<file path="src/design/tkst_pkg.sv">
// ----------------------------------------------------------------------------
// tkst_pkg
// shared constants and controller/datapath interface types for the top-k
// score table
// ----------------------------------------------------------------------------
`default_nettype none

package tkst_pkg;

   // fixed score field
   localparam int unsigned SCORE_W   = 20;
   localparam logic [SCORE_W-1:0] SCORE_MAX = 20'd999999;

   // default table shape
   localparam int unsigned DEF_TABLE_ENTRIES = 10;
   localparam int unsigned DEF_NAME_CHARS    = 6;

   // controller to datapath commands
   typedef struct packed {
      logic load;      // capture offered item
      logic compare;   // compare candidate against every slot
      logic insert;    // shift the table and drop the candidate in
      logic advance;   // result taken, rotate table to next slot
   } cmd_type;

   // datapath to controller status
   typedef struct packed {
      logic last_slot; // head of table is the final slot
   } status_type;

endpackage

`default_nettype wire

</file>
<file path="src/design/tkst_ctrl.sv">
// ----------------------------------------------------------------------------
// tkst_ctrl
// sequencer: accept an item, compare, insert, then stream out every slot
// ----------------------------------------------------------------------------
`default_nettype none

module tkst_ctrl (
   input  wire logic                 clock,
   input  wire logic                 reset,
   input  wire logic                 req_tvalid,
   output logic                      req_tready,
   output logic                      rsp_tvalid,
   input  wire logic                 rsp_tready,
   output tkst_pkg::cmd_type         cmd,
   input  wire tkst_pkg::status_type status
);
   import tkst_pkg::*;

   typedef enum logic [1:0] {
      ST_IDLE,
      ST_CMP,
      ST_INS,
      ST_EMIT
   } state_type;

   state_type state_ff;
   logic      req_tready_ff;
   logic      rsp_tvalid_ff;

   logic      req_fire;
   logic      rsp_fire;

   assign req_fire = req_tvalid & req_tready_ff;
   assign rsp_fire = rsp_tvalid_ff & rsp_tready;

   // commands to the datapath
   always_comb begin
      cmd         = '0;
      cmd.load    = req_fire;
      cmd.compare = (state_ff == ST_CMP);
      cmd.insert  = (state_ff == ST_INS);
      cmd.advance = rsp_fire;
   end

   // state and registered handshake outputs
   always_ff @(posedge clock) begin
      if (reset) begin
         state_ff      <= ST_IDLE;
         req_tready_ff <= 1'b1;
         rsp_tvalid_ff <= 1'b0;
      end else begin
         case (state_ff)
            ST_IDLE: begin
               if (req_fire) begin
                  state_ff      <= ST_CMP;
                  req_tready_ff <= 1'b0;
               end
            end
            ST_CMP: begin
               state_ff <= ST_INS;
            end
            ST_INS: begin
               state_ff      <= ST_EMIT;
               rsp_tvalid_ff <= 1'b1;
            end
            ST_EMIT: begin
               if (rsp_fire && status.last_slot) begin
                  state_ff      <= ST_IDLE;
                  rsp_tvalid_ff <= 1'b0;
                  req_tready_ff <= 1'b1;
               end
            end
            default: begin
               state_ff      <= ST_IDLE;
               rsp_tvalid_ff <= 1'b0;
               req_tready_ff <= 1'b1;
            end
         endcase
      end
   end

   assign req_tready = req_tready_ff;
   assign rsp_tvalid = rsp_tvalid_ff;

endmodule

`default_nettype wire

</file>
<file path="src/design/tkst_dp.sv">
// ----------------------------------------------------------------------------
// tkst_dp
// score table cells, candidate register, slot compare, shift insert and
// rotating readout with running competition rank
// ----------------------------------------------------------------------------
`default_nettype none

module tkst_dp #(
   parameter  int unsigned TABLE_ENTRIES = tkst_pkg::DEF_TABLE_ENTRIES,
   parameter  int unsigned NAME_CHARS    = tkst_pkg::DEF_NAME_CHARS,
   localparam int unsigned NAME_W        = 8 * NAME_CHARS,
   localparam int unsigned SLOT_W        = $clog2(TABLE_ENTRIES + 1)
) (
   input  wire logic                        clock,
   input  wire logic                        reset,
   input  wire tkst_pkg::cmd_type           cmd,
   output tkst_pkg::status_type             status,
   input  wire logic [tkst_pkg::SCORE_W-1:0] in_score,
   input  wire logic [NAME_W-1:0]           in_name,
   output logic [SLOT_W-1:0]                out_slot,
   output logic [tkst_pkg::SCORE_W-1:0]     out_score,
   output logic [SLOT_W-1:0]                out_rank,
   output logic [NAME_W-1:0]                out_name,
   output logic [SLOT_W-1:0]                out_entered,
   output logic                             out_last
);
   import tkst_pkg::*;

   // table cells, slot 0 at the head
   logic [SCORE_W-1:0] score_ff [TABLE_ENTRIES];
   logic [NAME_W-1:0]  name_ff  [TABLE_ENTRIES];

   // candidate and compare results
   logic [SCORE_W-1:0]       cand_score_ff;
   logic [NAME_W-1:0]        cand_name_ff;
   logic [TABLE_ENTRIES-1:0] le_ff;
   logic [SLOT_W-1:0]        entered_ff;

   // readout position and rank of the head
   logic [SLOT_W-1:0] slot_ff;
   logic [SLOT_W-1:0] rank_ff;

   logic [SCORE_W-1:0]       sat_score;
   logic [NAME_W-1:0]        clean_name;
   logic [TABLE_ENTRIES-1:0] le;
   logic [TABLE_ENTRIES-1:0] hit;
   logic [SLOT_W-1:0]        entered_in;

   // saturate the offered score
   assign sat_score = (in_score > SCORE_MAX) ? SCORE_MAX : in_score;

   // name ends at its first zero byte, counted from the top byte
   always_comb begin
      logic alive;
      alive      = 1'b1;
      clean_name = '0;
      for (int k = NAME_CHARS - 1; k >= 0; k--) begin
         if (in_name[k*8 +: 8] == 8'd0) begin
            alive = 1'b0;
         end
         if (alive) begin
            clean_name[k*8 +: 8] = in_name[k*8 +: 8];
         end
      end
   end

   // per-slot compare; table is sorted so le is a thermometer code
   always_comb begin
      for (int i = 0; i < TABLE_ENTRIES; i++) begin
         le[i] = (score_ff[i] <= cand_score_ff);
      end
      hit[0] = le[0];
      for (int i = 1; i < TABLE_ENTRIES; i++) begin
         hit[i] = le[i] & ~le[i-1];
      end
   end

   // one-hot to slot number, table size when dropped
   always_comb begin
      entered_in = '0;
      for (int i = 0; i < TABLE_ENTRIES; i++) begin
         if (hit[i]) begin
            entered_in = entered_in | SLOT_W'(i);
         end
      end
      if (hit == '0) begin
         entered_in = SLOT_W'(TABLE_ENTRIES);
      end
   end

   // candidate capture and compare registers
   always_ff @(posedge clock) begin
      if (cmd.load) begin
         cand_score_ff <= sat_score;
         cand_name_ff  <= clean_name;
      end
      if (cmd.compare) begin
         le_ff      <= le;
         entered_ff <= entered_in;
      end
   end

   // table cells: shift insert, or rotate one place per taken result
   always_ff @(posedge clock) begin
      if (reset) begin
         for (int i = 0; i < TABLE_ENTRIES; i++) begin
            score_ff[i] <= '0;
            name_ff[i]  <= '0;
         end
      end else if (cmd.insert) begin
         if (le_ff[0]) begin
            score_ff[0] <= cand_score_ff;
            name_ff[0]  <= cand_name_ff;
         end
         for (int i = 1; i < TABLE_ENTRIES; i++) begin
            if (le_ff[i-1]) begin
               score_ff[i] <= score_ff[i-1];
               name_ff[i]  <= name_ff[i-1];
            end else if (le_ff[i]) begin
               score_ff[i] <= cand_score_ff;
               name_ff[i]  <= cand_name_ff;
            end
         end
      end else if (cmd.advance) begin
         for (int i = 0; i < TABLE_ENTRIES - 1; i++) begin
            score_ff[i] <= score_ff[i+1];
            name_ff[i]  <= name_ff[i+1];
         end
         score_ff[TABLE_ENTRIES-1] <= score_ff[0];
         name_ff[TABLE_ENTRIES-1]  <= name_ff[0];
      end
   end

   // slot counter and running rank: a tie keeps the rank of the slot above
   always_ff @(posedge clock) begin
      if (reset) begin
         slot_ff <= '0;
         rank_ff <= SLOT_W'(1);
      end else if (cmd.insert) begin
         slot_ff <= '0;
         rank_ff <= SLOT_W'(1);
      end else if (cmd.advance) begin
         slot_ff <= slot_ff + SLOT_W'(1);
         if (score_ff[1] != score_ff[0]) begin
            rank_ff <= slot_ff + SLOT_W'(2);
         end
      end
   end

   assign out_slot         = slot_ff;
   assign out_score        = score_ff[0];
   assign out_rank         = rank_ff;
   assign out_name         = name_ff[0];
   assign out_entered      = entered_ff;
   assign out_last         = (slot_ff == SLOT_W'(TABLE_ENTRIES - 1));
   assign status.last_slot = out_last;

endmodule

`default_nettype wire

</file>
<file path="src/design/top_k_score_table_insert.sv">
// ----------------------------------------------------------------------------
// top_k_score_table_insert
// sequence: first result valid once the item has passed the compare and insert steps
// items: no new item is accepted until every table slot has been read out
//   and the result of the final slot has been taken
// reset: synchronous, clears every slot to score zero and an empty name
// ----------------------------------------------------------------------------
`default_nettype none

module top_k_score_table_insert #(
   parameter  int unsigned TABLE_ENTRIES = tkst_pkg::DEF_TABLE_ENTRIES,
   parameter  int unsigned NAME_CHARS    = tkst_pkg::DEF_NAME_CHARS,
   localparam int unsigned NAME_W        = 8 * NAME_CHARS,
   localparam int unsigned SLOT_W        = $clog2(TABLE_ENTRIES + 1),
   localparam int unsigned REQ_W         = ((tkst_pkg::SCORE_W + NAME_W + 7) / 8) * 8,
   localparam int unsigned RSP_W         =
      ((3 * SLOT_W + tkst_pkg::SCORE_W + NAME_W + 7) / 8) * 8
) (
   input  wire logic             clock,
   input  wire logic             reset,
   // req_tdata: new_score, new_name, zero pad
   input  wire logic             req_tvalid,
   output logic                  req_tready,
   input  wire logic [REQ_W-1:0] req_tdata,
   // rsp_tdata: slot, slot_score, slot_rank, slot_name, entered_at, zero pad
   output logic                  rsp_tvalid,
   input  wire logic             rsp_tready,
   output logic [RSP_W-1:0]      rsp_tdata,
   output logic                  rsp_tlast
);
   import tkst_pkg::*;

   cmd_type    cmd;
   status_type status;

   logic [SLOT_W-1:0]  out_slot;
   logic [SCORE_W-1:0] out_score;
   logic [SLOT_W-1:0]  out_rank;
   logic [NAME_W-1:0]  out_name;
   logic [SLOT_W-1:0]  out_entered;

   tkst_ctrl u_ctrl (
      .clock      (clock),
      .reset      (reset),
      .req_tvalid (req_tvalid),
      .req_tready (req_tready),
      .rsp_tvalid (rsp_tvalid),
      .rsp_tready (rsp_tready),
      .cmd        (cmd),
      .status     (status)
   );

   tkst_dp #(
      .TABLE_ENTRIES (TABLE_ENTRIES),
      .NAME_CHARS    (NAME_CHARS)
   ) u_dp (
      .clock       (clock),
      .reset       (reset),
      .cmd         (cmd),
      .status      (status),
      .in_score    (req_tdata[SCORE_W-1:0]),
      .in_name     (req_tdata[SCORE_W +: NAME_W]),
      .out_slot    (out_slot),
      .out_score   (out_score),
      .out_rank    (out_rank),
      .out_name    (out_name),
      .out_entered (out_entered),
      .out_last    (rsp_tlast)
   );

   // pack result fields, lowest first
   assign rsp_tdata = RSP_W'({out_entered, out_name, out_rank, out_score, out_slot});

   // no new item while results are still pending
   a_no_accept_while_emitting: assert property (
      @(posedge clock) disable iff (reset)
      (req_tvalid && req_tready) |-> !rsp_tvalid
   ) else $error("item accepted while results pending");

   // first result appears after accept, once the compare and insert steps are done
   a_first_result_timing: assert property (
      @(posedge clock) disable iff (reset)
      (req_tvalid && req_tready) |-> ##3 rsp_tvalid
   ) else $error("first result late");

   // first result is slot zero with rank one
   a_first_result_head: assert property (
      @(posedge clock) disable iff (reset)
      (req_tvalid && req_tready) |-> ##3 (out_slot == '0 && out_rank == SLOT_W'(1))
   ) else $error("first result not the table head");

   // after the final slot is taken the block returns to accepting items
   a_last_returns_idle: assert property (
      @(posedge clock) disable iff (reset)
      (rsp_tvalid && rsp_tready && rsp_tlast) |=> (!rsp_tvalid && req_tready)
   ) else $error("block did not return to idle after final slot");

endmodule

`default_nettype wire

</file>
<file path="config.mk">
export PLATFORM = sky130hd
export DESIGN_NAME = top_k_score_table_insert
export DESIGN_NICKNAME = d
export VERILOG_FILES = /design/src/design/tkst_pkg.sv /design/src/design/tkst_ctrl.sv /design/src/design/tkst_dp.sv /design/src/design/top_k_score_table_insert.sv
export SDC_FILE = /design/constraint.sdc
export NUM_CORES = 2
export LEC_CHECK = 0
export BUFFER_PORTS_ARGS = -buffer_cell sky130_fd_sc_hd__buf_2
export CAP_MARGIN = 20
export CORE_MARGIN = 4
export CORE_UTILIZATION = 50
export CTS_CLUSTER_SIZE = 8
export DETAILED_ROUTE_END_ITERATION = 8
export PLACE_DENSITY = 0.66
export SLEW_MARGIN = 20
export SYNTH_ARGS = -nofsm -noshare
export SYNTH_HDL_FRONTEND = slang
export SYNTH_SLANG_ARGS = --single-unit
</file>
<file path="constraint.sdc">
create_clock -name clock -period 6.3 [get_ports clock]
set_clock_uncertainty 0.2 [all_clocks]
set_input_delay 0.315 -clock clock [delete_from_list [all_inputs] [get_ports clock]]
set_output_delay 0.315 -clock clock [all_outputs]
set_load 0.02 [all_outputs]
</file>
==> impl_metrics.toml <==
[floorplan]
initial_utilization_pct = 50.75
rows = 106
die_h_um = 300.1
dieArea_mm2 = 0.09008
core_mm2 = 0.08409
dieWidth_um = 300.1
io_pins = 159

[sta]
rsz0062_at_grt = "no"
drv_slew = 0
fin_crit_sh_pct = 67.56
max_freq_mhz = 234.9
final.setup.tns_ns = 0
setup_viol = 0
worstMarginPinSlew_ns = 1.174
hold_viol = 0
fin_crit_ns = 4.257
slew_headroom_pct = 21.72
fin_ws_ns = 2.043

[yosys]
ys_ff_latch = 774
synth_edf_count = 762
synth.distinct_cells = 57
async_reset_ff_share_pct = 0
yosys_warnings = 0
synthCells = 3867
synthesis.nets = 4151
syn_area_mm2 = 0.04267
syn_area_per_cell_um2 = 11.03
ys_dominant_reg_cell = "edfxtp_1"
synth_seq_area_share_pct = 54.19

[global_routing]
grt_pass1_vias = 30240
grt_use_total_pct = 28.20
grt-ovfl-total = 0
antenna_found_initial = 1
grt_max_degree = 223
grt_pass1_wl_um = 192900

[placed_design]
pre_cts_slack_ns = 2.122
placed_area_mm2 = 0.04380
place_inst = 4827
dpl.hpwl_um = 75170
gp_congestion = 0.9236
io_buffers = 154

[clocking]
insertion_delay_ns = 0.67
cts_buffer_depth = 3
cts_resized = 0
cts_max_level = 3
cts_tree = "built"
postCtsSetupRepairBufs = 0
cts_sinks = 774
clockRootBuffer = "clkbuf_16"
path_clk_slew_ns = 0.05
cts_buffers = 107

[power_and_ir_drop]
vdd_ir_drop_max_mv = 0.2473
powerDensity_mw_per_mm2 = 365.6
p_leak_uw = 0.01661

[detailed_routing]
met3WireLength_um = 13250
antenna_left = 0
first_pass_iters = 7
vias = 31470
routed.top_layer = "met4"
wl_met1_um = 55690
drt_wl_total_um = 130500
vias_per_cell = 6.264
drtIter0Drc = 3966
avgRoutedWirePerCell_um = 25.98
met2_length_um = 57760
drc = 0

[cells_and_area]
antenna_cells = 0
layoutNonFillerInstCount = 5023
nFillCells = 7273
nets = 4156
areaGrowthSynthToFinish_pct = 11.04
post-route-cell-area_mm2 = 0.04738
drive_gt1_share_pct = 9.540

[setup_path]
worstSetupStartpointType = "register"
cp_max_fo = 40
arrival_ns = 4.56
crit_slowest_cell = "nand2b_2"
crit_buf_inv = 3
cp.required_ns = 6.60
cpPeakStageDelay_ns = 0.78
crit_chain = "inv_1 > ha_1 > nand2_1 > nor3b_2 > buf_4 > nand2b_2 > buf_4 > o21ai_0 > a21oi_1"
path_delay_family = "simple AND/OR/NAND/NOR gates"
end_kind = "register"
crit_path_frequent_cell = "buf_4"
critical_path_class = "register to register"

[job]
cap_violations = 0

[worst_hold_path]
hold_path_class = "input port to register"

[outcome]
status = "finished, final reports clean"
==> synth_stat cells, drive strengths merged, types with 11 or more instances <==
| cell type | instances | area share, % |
|---|---|---|
| dfxtp | 12 | 0.56 |
| ha | 208 | 6.1 |
| xnor2 | 14 | 0.29 |
| mux2i | 550 | 13 |
| buf | 158 | 2.1 |
| nand4 | 43 | 0.63 |
| nand2 | 658 | 5.8 |
| a21o | 21 | 0.37 |
| and2 | 45 | 0.66 |
| inv | 110 | 0.97 |
| a21oi | 212 | 2.5 |
| edfxtp | 762 | 54 |
| clkbuf | 226 | 2.0 |
| nor2 | 35 | 0.31 |
| nor2b | 24 | 0.37 |
| nor4 | 13 | 0.19 |
| a222oi | 68 | 1.6 |
| nand3 | 26 | 0.30 |
| o21ai | 561 | 6.6 |
| nand2b | 11 | 0.16 |
==> worst reg2reg max path: cells and delay by family, from the launching register on <==
kind	cells	cell delay, ns
simple gates	3	1.42
buf+inv	3	1.40
compound gates	2	0.40
flops	1	0.33
fa+ha+maj	1	0.35
==> registers in the layout, summed over array words and instances (netlist names) <==
name and count:
u_dp.out_entered 4, u_dp.le_ff 10, u_dp.out_rank 4, u_ctrl.rsp_tvalid 1
u_ctrl.state_ff 2, u_dp.cand_name_ff 48, u_ctrl.req_tready 1, u_dp.score_ff 200
u_dp.name_ff 480, u_dp.cand_score_ff 20, u_dp.out_slot 4
==> metrics by stage <==
step	hold slack [ns]	utilization [%]	total power, uW
detailed placement	0.2871	52.09	12070
global route	0.1276	56.35	18080
floorplan	0.1874	-	10490
CTS	0.05504	56.35	17300
global placement	0.2791	52.09	11970
finish	0.07720	56.35	17320
==> timing repair <==
| item | in CTS | in global routing |
|---|---|---|
| setup endpoints to repair | 0 | 0 |
| hold endpoints to repair | 73 | 0 |
| hold buffers | 70 | 0 |
==> cell families after synthesis <==
group           synth area share [%]
compound gates                 12.23
fa+ha+maj                      6.099
buf+inv                        5.070
simple gates                   8.985
mux                            12.94
xor+xnor                      0.4926
flops                          54.19
==> final timing paths <==
kind,end,depth (start not counted),slack [ns],from
hold reg to reg,u_dp.out_rank[1],2,0.29,u_dp.out_rank[1]
hold / removal,u_dp.out_slot[1],4,0.08,rsp_tready
setup reg to reg,u_dp.name_ff[0][66],9,2.04,u_ctrl.state_ff[0]
setup / recovery,u_dp.name_ff[0][66],9,2.04,u_ctrl.state_ff[0]
==> layer usage <==
| layer | global-route usage [%] | up-vias |
|---|---|---|
| met5 | 0 | - |
| met4 | 7.791 | 0 |
| met3 | 5.647 | 233 |
| met2 | 43.51 | 1683 |
| met1 | 40.80 | 15390 |
| li1 | - | 14160 |
==> power breakdown <==
part           leakage (uW)  switching [uW]  internal, uW
combinational       0.00722            2730          1270
sequential          0.00799             969          7170
clock               0.00140            2150          3040
total                0.0166            5850         11500
==> final cells by class <==
class / count / area (um^2) / share of cell area [%]
Tap cell: 1134 / 1419 / 2.995
Sequential cell: 774 / 23120 / 48.80
Multi-Input combinational cell: 2599 / 17620 / 37.19
Inverter: 110 / 412.9 / 0.8714
Clock buffer: 119 / 2754 / 5.812
Clock inverter: 7 / 125.1 / 0.2641
Timing Repair Buffer: 280 / 1929 / 4.072
==> layout by cell type, fill, tap and decap left out, drive strengths merged, types with 10 or more instances in the layout <==
cell type    count
a222oi          68
edfxtp         762
a21oi          212
o21ai          561
nand2          658
clkbuf         119
xor2            10
dfxtp           12
nor4            13
and2            45
mux2i          550
inv            111
a21o            21
nand2b          11
xnor2           14
ha             208
dlygate4sd3     70
nor2            35
nand3           26
nand4           43
nor2b           24
buf            210
a211oi          10
Note: power is estimated with default switching activity, not from simulation.
